$ cat config.mk
export PLATFORM = sky130hd
export DESIGN_NAME = sdpq_cell
export DESIGN_NICKNAME = d
export VERILOG_FILES = /design/src/sv/sdpq_pkg.sv /design/src/sv/sdpq_cell.sv
export SDC_FILE = /design/constraint.sdc
export NUM_CORES = 1
export LEC_CHECK = 0
export ABC_AREA = 1
export BUFFER_PORTS_ARGS = -buffer_cell sky130_fd_sc_hd__buf_4
export CAP_MARGIN = 10
export CORE_AREA = 4 4 156 158
export CTS_CLUSTER_DIAMETER = 100
export DETAILED_ROUTE_END_ITERATION = 12
export DIE_AREA = 0 0 160 162
export GPL_ROUTABILITY_DRIVEN = 1
export PLACE_DENSITY_LB_ADDON = 0.2
export SYNTH_ARGS = -nofsm -noshare
export SYNTH_HDL_FRONTEND = slang
export SYNTH_SLANG_ARGS = --single-unit
$ cat constraint.sdc
create_clock -name clk -period 2.56 [get_ports clk]
set_input_delay 0.384 -clock clk [delete_from_list [all_inputs] [get_ports clk]]
set_output_delay 0.384 -clock clk [all_outputs]
set_load 0.01 [all_outputs]
$ cat src/sv/sdpq_pkg.sv
package sdpq_pkg;

	// Queue depth and derived counter width.
	localparam int CAPACITY = 32;
	localparam int CNT_W    = $clog2(CAPACITY + 1);

	// Fixed field widths.
	localparam int ACT_W    = 2;
	localparam int KEY_W    = 16;
	localparam int SERVER_W = 8;
	localparam int TIME_W   = 32;
	localparam int TAG_W    = 16;
	localparam int STATUS_W = 2;
	localparam int OCC_W    = 6;

	// Request action codes; the remaining code leaves the queue unchanged.
	typedef enum logic [ACT_W-1:0] {
		ACT_INSERT     = 2'd0,
		ACT_POP        = 2'd1,
		ACT_REMOVE_DUE = 2'd2
	} action_t;

	// Response status codes.
	typedef enum logic [STATUS_W-1:0] {
		ST_DONE = 2'd0,
		ST_DUP  = 2'd1,
		ST_FULL = 2'd2,
		ST_NONE = 2'd3
	} status_t;

	// Request payload.
	typedef struct packed {
		logic [ACT_W-1:0]    action;
		logic [KEY_W-1:0]    entry_key;
		logic [SERVER_W-1:0] entry_server;
		logic [TIME_W-1:0]   entry_time;
		logic [TAG_W-1:0]    entry_tag;
		logic [TIME_W-1:0]   due_time;
	} in_item_t;

	// Response payload.
	typedef struct packed {
		status_t             status;
		logic [KEY_W-1:0]    out_key;
		logic [SERVER_W-1:0] out_server;
		logic [TIME_W-1:0]   out_time;
		logic [TAG_W-1:0]    out_tag;
		logic [OCC_W-1:0]    occupancy;
	} out_item_t;

	// Descriptor contents held by one cell.
	typedef struct packed {
		logic [KEY_W-1:0]    key;
		logic [SERVER_W-1:0] server;
		logic [TIME_W-1:0]   stamp;
		logic [TAG_W-1:0]    tag;
	} slot_data_t;

	// Descriptor with its occupancy bit, as passed between neighbours.
	typedef struct packed {
		logic       valid;
		slot_data_t data;
	} slot_t;

	// Controls broadcast from the sequencer to every cell.
	typedef struct packed {
		logic capture;
		logic commit_ins;
		logic commit_rm;
		logic pop_mode;
	} cell_ctl_t;

endpackage

$ cat src/sv/sdpq_cell.sv
module sdpq_cell
	import sdpq_pkg::*;
(
	input  logic       clk,
	input  logic       arst_n,
	input  cell_ctl_t  ctl,
	input  in_item_t   req,
	input  slot_data_t new_data,
	input  logic       head,
	input  slot_t      left,
	input  logic       left_le,
	input  slot_t      right,
	input  logic       rm_in,
	output slot_t      slot,
	output logic       le,
	output logic       match,
	output logic       rm_out,
	output logic       sel
);

	logic       valid_q;
	slot_data_t data_q;
	logic       le_q;
	logic       match_q;
	logic       due_q;
	logic       hit;
	slot_t      nxt;

	assign slot.valid = valid_q;
	assign slot.data  = data_q;
	assign le         = le_q;
	assign match      = match_q;

	// Compare flags are taken against the request as it is transferred in.
	always_ff @(posedge clk) begin
		if (ctl.capture) begin
			le_q    <= valid_q && (data_q.key <= req.entry_key);
			match_q <= valid_q && (data_q.key == req.entry_key)
			           && (data_q.server == req.entry_server);
			due_q   <= valid_q && (data_q.stamp <= req.due_time);
		end
	end

	// The removal region starts at the first hit and runs to the tail.
	always_comb begin
		hit    = valid_q && (ctl.pop_mode ? head : due_q);
		rm_out = rm_in | hit;
		sel    = hit & ~rm_in;
	end

	// A removal pulls from the right; an insert keeps, takes the new entry or
	// takes the left neighbour depending on where the key boundary falls.
	always_comb begin
		nxt.valid = valid_q;
		nxt.data  = data_q;
		priority if (ctl.commit_rm && rm_out) begin
			nxt = right;
		end else if (ctl.commit_ins && !le_q) begin
			if (left_le) begin
				nxt.valid = 1'b1;
				nxt.data  = new_data;
			end else begin
				nxt = left;
			end
		end
	end

	always_ff @(posedge clk or negedge arst_n) begin
		if (!arst_n) begin
			valid_q <= 1'b0;
		end else begin
			valid_q <= nxt.valid;
		end
	end

	always_ff @(posedge clk) begin
		data_q <= nxt.data;
	end

endmodule

[Word level (Yosys, flattened, before mapping)]
Cells that the tools add are included.
Word-level totals
  register bits: 76
  logic and storage cells: 28
Operators by class
  order comparisons: 2
  equal/unequal tests: 2
  multiplexer cells: 4
  bitwise logic cells: 3
  reductions and logical operators: 9
Operators with widths (number)
  $mux 73: 3
  $le 32x32->1: 1
  $eq 16x16->1: 1
  $le 16x16->1: 1
  $eq 8x8->1: 1
  $logic_and 1x1->1: 7
  $reduce_bool 2->1: 1
  $and 1x1->1: 1
  $logic_not 1->1: 1
  $mux 1: 1
  $not 1->1: 1
  $or 1x1->1: 1

[Depth between registers and ports, before layout]
Gate-level depths: netlist of run 1.
  depth in word-level cells: 5
  mapped depth: 14

[Least setup slack after synthesis of run 1]
Ideal clock, no wire load.
  path type: in2reg
  start: input head
  end: register data_q (netlist bit slot[0]) (enable)
  arrival time: 2.475 ns
  path slack: -0.349 ns
  stages on the path: 7
  path buffers: 1
  cell sequence: inv_1 a21oi_2 o21ai_2 nand2_2 nand2_2 buf_6 nand2_1
On the way
  cells in the longest elaborated chain, start to end: 5
Ends and longest elaborated chain
  start: declaration: RTL line sdpq_cell.sv:9  | input logic head,
  $mux 1: RTL line sdpq_cell.sv:46  | hit = valid_q && (ctl.pop_mode ? head : due_q);
  $logic_and 1x1->1: RTL line sdpq_cell.sv:46
  $or 1x1->1: RTL line sdpq_cell.sv:47  | rm_out = rm_in | hit;
  net rm_out: RTL line sdpq_cell.sv:17  | output logic rm_out,
  $logic_and 1x1->1: RTL line sdpq_cell.sv:56  | priority if (ctl.commit_rm && rm_out) begin
  $reduce_bool 2->1 (no line)
  end signal: assignment: RTL line sdpq_cell.sv:77  | data_q <= nxt.data;
  end: declaration: RTL line sdpq_cell.sv:22  | slot_data_t data_q;
The timed path passes the listed nets, and every way through them passes these cells.
A chain may end at the register's enable or synchronous reset.

[Worst setup path in the final report of run 1]
  start: register valid_q
  end: register data_q (netlist bit slot[40]) (enable)
On the way
  cells in the longest elaborated chain, start to end: 4
Ends and longest elaborated chain
  start: declaration: RTL line sdpq_cell.sv:21  | logic valid_q;
  start signal: assignment: RTL line sdpq_cell.sv:72  | valid_q <= nxt.valid;
  $logic_and 1x1->1: RTL line sdpq_cell.sv:46
  $or 1x1->1: RTL line sdpq_cell.sv:47
  $logic_and 1x1->1: RTL line sdpq_cell.sv:56
  $reduce_bool 2->1 (no line)
No other way between the ends.

==> reports/metrics.cfg, run 1 <==
[grt]
grt_overflow_total = 0
grtUsageTotal_pct = 14.23
grt_pass1_vias = 5655
busiest_layer = met2
antenna_found_initial = 0
grt_pass1_wl_um = 29130
grt_max_degree = 60
grtUsageMet3_pct = 3.730
gr-usage-met2_pct = 25.05
met1_usage_pct = 16.71

[yosys]
netlist_area_um2 = 5221
ys_seq_elements = 76
syn-num-nets = 1025
synth_top_family_by_area = simple AND/OR/NAND/NOR gates
synth.area.mux_share_pct = 0
ys_warn_count = 0
synth.avg_cell_area_um2 = 8.108
synthXorXnorAreaFrac_pct = 0.5032
seq_area_frac_synth_pct = 43.61
synth_compound_area_share_pct = 12.53
netlist_instances = 644
synth-simple-area-share_pct = 22.60
synth_cell_type_count = 26
synthAdderAreaFrac_pct = 11.50

[sta]
worstMarginPinSlew_ps = 503.6
fmax_mhz = 528.2
final.min_clock_period_ps = 1893
hold_ws_ps = 308.5
tns_ps = 0
max-slew-margin-rel_pct = 66.38
fin_crit_sh_pct = 73.96
slew_violations = 0
finalHoldViolations = 0
clock_skew_ps = 7.580
rsz0062_at_grt = false
setup_viol = 0

[floorplan]
rows = 56
fp.dieW_um = 160
start_util_pct = 22.58
ios = 410
die_h_um = 162
core_um2 = 23120
die-area_um2 = 25920

[cts]
tritoncts = built
clk_latency_ps = 340
clk_path_buf_depth = 2
clkTransAtPathRegs_ps = 60
numCtsBuffers = 9
post_cts_buffers = 0
clock_sinks = 76
htreeDepth = 3
root_buffer = clkbuf_16

[worst_setup_path]
critPathMaxFanout = 29
path_class = register to register
start_kind = register
crit_arrival_ps = 1920
crit_path_end_kind = register
required_ps = 2590

[run]
maxCapViolCount = 0

[power]
leakage_nw = 4.225
powerDensity_nw_per_um2 = 522.7
irDropWorstVdd_mv = 0.2501

[run_status]
status = finished clean

[worst_hold_path]
worstHoldPathType = input port to register

[routing]
wl_um = 19680
vias_per_cell = 4.323
route.detailed.drc = 0
wire_per_inst_um = 15.28
drtIter0Drc = 214
dr_total_vias = 5568
postRouteAntennaNets = 0
dr.pass1.iters = 5

[placed_design]
dp_hpwl_um = 16130
portBuffers = 359
placed_area_um2 = 8189
gp_congestion = 0.7968
dp_cells = 1271

[layout]
drive_gt1_share_pct = 39.08
instances_no_fill = 1288
synthToLayoutAreaGrowth_pct = 62.62
diodes = 0
design.final.nets = 1374
design_area_um2 = 8491

-- layout by cell type, fill, tap and decap left out, types with 7 or more instances in the layout --
cell	instances
a21oi_1	22
a31oi_1	73
buf_4	365
clkbuf_16	9
edfxtp_1	75
ha_1	48
inv_1	66
nand2_1	200
nor2_1	94
o21ai_0	7
-- flip-flops by register name, summed over array words and instances, names as in the netlist --
name / cells
le: 1
due_q: 1
valid_q: 1
match: 1
slot: 72
-- routing by layer --
| layer | up-vias | wire [um] |
|---|---|---|
| met5 | - | 0 |
| met4 | 0 | 452 |
| met3 | 23 | 1374 |
| met2 | 207 | 9780 |
| met1 | 2478 | 8076 |
| li1 | 2860 | - |
-- synthesized netlist by cell type --
library cell	instances	area (um2)
inv_1	66	247.7
a21o_1	1	7.510
o21a_1	1	7.510
xor2_1	1	8.760
xnor2_1	2	17.52
o21ai_2	1	8.760
buf_6	12	135.1
a21oi_2	1	8.760
a211oi_1	1	7.510
nand4_1	4	25.02
nor3_1	1	5.000
buf_2	2	10.01
a31oi_1	73	456.7
nand2_1	201	754.5
o21ai_0	7	35.03
buf_4	4	30.03
ha_1	48	600.6
nand3_1	6	30.03
dfrtp_1	1	25.02
inv_2	2	7.510
nand2_2	2	12.51
edfxtp_1	75	2252
o22ai_1	2	12.51
a21oi_1	22	110.1
nor2_1	94	352.8
clkbuf_1	14	52.55
-- cells by family (layout without fill, tap and decap cells) --
kind of cell,after synthesis,count (layout)
buffers and inverters,100,454
adders and majority gates,48,48
AOI/OAI and AO/OA,109,109
xor gates and xnor gates,3,3
and+or+nand+nor,308,308
DFF,76,76
-- per-stage QoR --
step,setup slack (ps),power (mW),utilization [%]
floorplan,370.1,2.408,-
global placement,624.2,3.201,35.42
detailed placement,621.0,3.212,35.42
CTS,627.0,4.531,36.72
global route,524.8,4.736,36.72
finish,666.7,4.438,36.72
-- worst max-delay path, stage by stage (launching register included) --
cell and delay (ps):
dfrtp_1 410, inv_2 110, a21oi_2 130, o21ai_2 90
nand2_2 100, nand2_4 160, nand2_4 310, buf_12 240
-- final cells by class --
class	instances	area [um2]
inverters	68	255.2
well taps	290	362.8
clock inverters	7	66.31
fillers	2420	14630
clock buffers	9	225.2
flip-flops and latches	76	2277
multi-input cells	468	2474
repair buffers	370	2830
-- what timing repair did --
action	CTS	global route
resized for setup	0	0
hold buffers	1	0
endpoints found under the hold margin	1	0
-- where the power goes --
| group | switching [mW] | internal (mW) |
|---|---|---|
| sequential | 0.0989 | 1.61 |
| clock | 0.531 | 0.751 |
| combinational | 0.705 | 0.740 |
| total | 1.34 | 3.10 |
-- path summary, 6_finish.rpt --
kind,start,endpoint,slack (ps),depth (start not counted)
min in group asynchronous,arst_n,valid_q,410,2
max reg2reg,valid_q,slot[40],670,7
max in group asynchronous,arst_n,valid_q,2070,2
min reg2reg,slot[55],match,710,3
min,ctl[3],match,310,1
max,valid_q,slot[40],670,7
No activity file was read; power rests on OpenSTA's default activity.
==> inputs of run 2 (changes only) <==
--- a/config.mk
+++ b/config.mk
@@ -5,13 +5,13 @@
 export SDC_FILE = /design/constraint.sdc
 export NUM_CORES = 1
 export LEC_CHECK = 0
-export ABC_AREA = 1
+export ABC_AREA = 0
 export BUFFER_PORTS_ARGS = -buffer_cell sky130_fd_sc_hd__buf_4
 export CAP_MARGIN = 10
-export CORE_AREA = 4 4 156 158
+export CORE_AREA = 4 4 157 159
 export CTS_CLUSTER_DIAMETER = 100
 export DETAILED_ROUTE_END_ITERATION = 12
-export DIE_AREA = 0 0 160 162
+export DIE_AREA = 0 0 161 163
 export GPL_ROUTABILITY_DRIVEN = 1
 export PLACE_DENSITY_LB_ADDON = 0.2
 export SYNTH_ARGS = -nofsm -noshare
==> constraint.sdc (replaced) <==
create_clock -name clk -period 1.6 [get_ports clk]
set_input_delay 0.24 -clock clk [delete_from_list [all_inputs] [get_ports clk]]
set_output_delay 0.24 -clock clk [all_outputs]
set_load 0.01 [all_outputs]
==> reports/metrics.cfg, run 2 <==
[cts]
clk_latency_ps = 340
clk_path_buf_depth = 2
clkTransAtPathRegs_ps = 70
tritoncts = built
clock_sinks = 76
root_buffer = clkbuf_16
numCtsBuffers = 9
htreeDepth = 3

[worst_hold_path]
worstHoldPathType = input port to register

[layout]
design.final.nets = 1331
final_common_cell = buf_4
diodes = 0
most-common-layout-cells = 400 x buf_4, 75 x edfxtp_1, 72 x mux2i_1, 52 x o21ai_2, 49 x nand2_4
largest_reg_flops = 72
drive_gt1_share_pct = 64.71
fillerInstances = 2266
synthToLayoutAreaGrowth_pct = 106.7

[worst_setup_path]
required_ps = 1680
crit_arrival_ps = 2000
crit_path_end_kind = register
cp-endpoint = due_q
path_class = register to register
start_kind = register
cpMaxStageDelayCell = or4_4
r2r_end = due_q
worstPathCellList = ha_4 -> nand4_1 -> or4_4 -> a21oi_2 -> o31a_1 -> o2bb2ai_1
cpPeakStageDelay_ps = 530
critPathMaxFanout = 2
critPathLaunch = slot[27]
r2r_cells = 6
timing.rr.start = slot[27]
reg2reg_slack_ps = -320

[sta]
clock_skew_ps = 12.88
rsz0062_at_grt = true
worstMarginPinSlew_ps = 381.7
hold_ws_ps = 107.6
max-slew-margin-rel_pct = 73.83
setup_viol = 147
worst_slack_ps = -322.4
fmax_mhz = 520.2
finalHoldViolations = 0
final.min_clock_period_ps = 1922
fin_crit_sh_pct = 120.1
slew_violations = 0

[routing]
wl_met3_um = 1567
vias_per_cell = 4.324
drtIter0Drc = 168
route.met2.wl_um = 11560
top_layer = met4
wl_um = 22200
wire_per_inst_um = 17.43
dr.pass1.iters = 4
route.detailed.drc = 0
postRouteAntennaNets = 0
drt-met1-wl_um = 8781
dr_total_vias = 5509

[run]
maxCapViolCount = 0

[run_status]
status = finished, violations left
violations = negative setup slack

[floorplan]
core_um2 = 23260
die-area_um2 = 26240
ios = 410
rows = 56
start_util_pct = 22.12
fp.dieW_um = 161
die_h_um = 163

[yosys]
yosys.cell_count.top_type = nand2_1
synth_cell_type_count = 38
yosys-top-cells-area = edfxtp_1 44%, mux2i_1 14%, ha_1 12%
yosys.area.top_type = edfxtp_1
ys_warn_count = 0
synthArstFlopShare_pct = 1.316
netlist_instances = 510
syn-num-nets = 891
ys.flop_type = edfxtp_1
netlist_area_um2 = 5146
seq_area_frac_synth_pct = 44.25
synth.avg_cell_area_um2 = 10.09
yosys.area.top_type_share_pct = 43.76
synth-edff-count = 75
synthTopCellsByCount = 84 x nand2_1, 75 x edfxtp_1, 72 x mux2i_1
ys_seq_elements = 76

[grt]
antenna_found_initial = 0
grtUsageTotal_pct = 15.72
grt_pass1_wl_um = 31860
grt_max_degree = 38
grt_overflow_total = 0
grt_pass1_vias = 5802

[power]
leakage_nw = 5.238
powerDensity_nw_per_um2 = 741.6
finalPower_mw = 7.888
irDropWorstVdd_mv = 0.4232

[placed_design]
place_ws_ps = -438.0
gp_congestion = 0.7640
dp_hpwl_um = 15760
portBuffers = 359

run 2: cell count changes after synthesis, moves of 6 or more:
cell     delta
mux2i_1    +72
nand2_1   -117
o21ai_0    +39
buf_6       -7
xnor2_1     +6
inv_1      -18
a31oi_1    -72
nor2_1     -88
o21ai_1    +30
run 2: layout make-up:
| class | count | area [um2] | share of cell area (%) |
|---|---|---|---|
| Clock buffer | 10 | 229.0 | 2.153 |
| Clock inverter | 6 | 41.29 | 0.3882 |
| Inverter | 48 | 180.2 | 1.694 |
| Multi-Input combinational cell | 362 | 3403 | 32.00 |
| Sequential cell | 76 | 2277 | 21.41 |
| Tap cell | 319 | 399.1 | 3.752 |
| Timing Repair Buffer | 453 | 4106 | 38.61 |
run 2: worst min path at each step:
stage          startpoint  endpoint  slack (ps)  depth (start not counted)
3_3_place_gp       arst_n   valid_q          30                          1
6_report        right[72]   valid_q         110                          3
4_1_cts         right[72]   valid_q         100                          3
3_5_place_dp       arst_n   valid_q          20                          1
2_1_floorplan      arst_n   valid_q         -60                          0
5_1_grt         right[72]   valid_q         100                          3
run 2: cells by family after synthesis:
| kind of cell | count (synthesis) | synth area share (%) |
|---|---|---|
| AOI/OAI and AO/OA | 110 | 11.65 |
| xor gates and xnor gates | 8 | 1.362 |
| adders and majority gates | 48 | 11.67 |
| buffers and inverters | 73 | 6.297 |
| DFF | 76 | 44.25 |
| muxes | 73 | 14.30 |
| and+or+nand+nor | 122 | 10.48 |
run 2: per-layer routing:
| metal | global-route usage [%] | vias up |
|---|---|---|
| li1 | - | 2734 |
| met1 | 18.45 | 2561 |
| met2 | 28.53 | 197 |
| met3 | 4.606 | 17 |
| met4 | 3.373 | 0 |
| met5 | 0 | - |
run 2: power by group:
part | switching (mW) | internal (mW) | total [mW]
sequential | 0.143 | 2.54 | 2.69
combinational | 1.41 | 1.89 | 3.30
clock | 0.857 | 1.05 | 1.91
total | 2.41 | 5.48 | 7.89
run 2: what timing repair did:
item / in CTS / in global routing
gates cloned: 18 / 7
endpoints found under the setup margin: 149 / 149
hold buffers: 1 / 0
buffers inserted: 24 / 11
hold endpoints to repair: 1 / 0
gates resized for setup: 204 / 95
pin swaps: 55 / 22
run 2: metrics by stage:
step	instance area [um2]	instances	setup TNS [ps]	utilization (%)
2_1_floorplan	5166	510	-37400	-
3_3_place_gp	8557	1210	-18210	36.78
3_5_place_dp	8557	1210	-18420	36.78
4_1_cts	10100	1266	-35280	43.41
5_1_grt	10640	1274	-35660	45.72
6_report	10640	1274	-27510	45.72
run 2: worst max-delay path, delay by kind of cell (launching register included):
kind            cells  cell delay [ps]
compound gates      3              300
fa+ha+maj           1              290
flops               1              430
simple gates        2              650
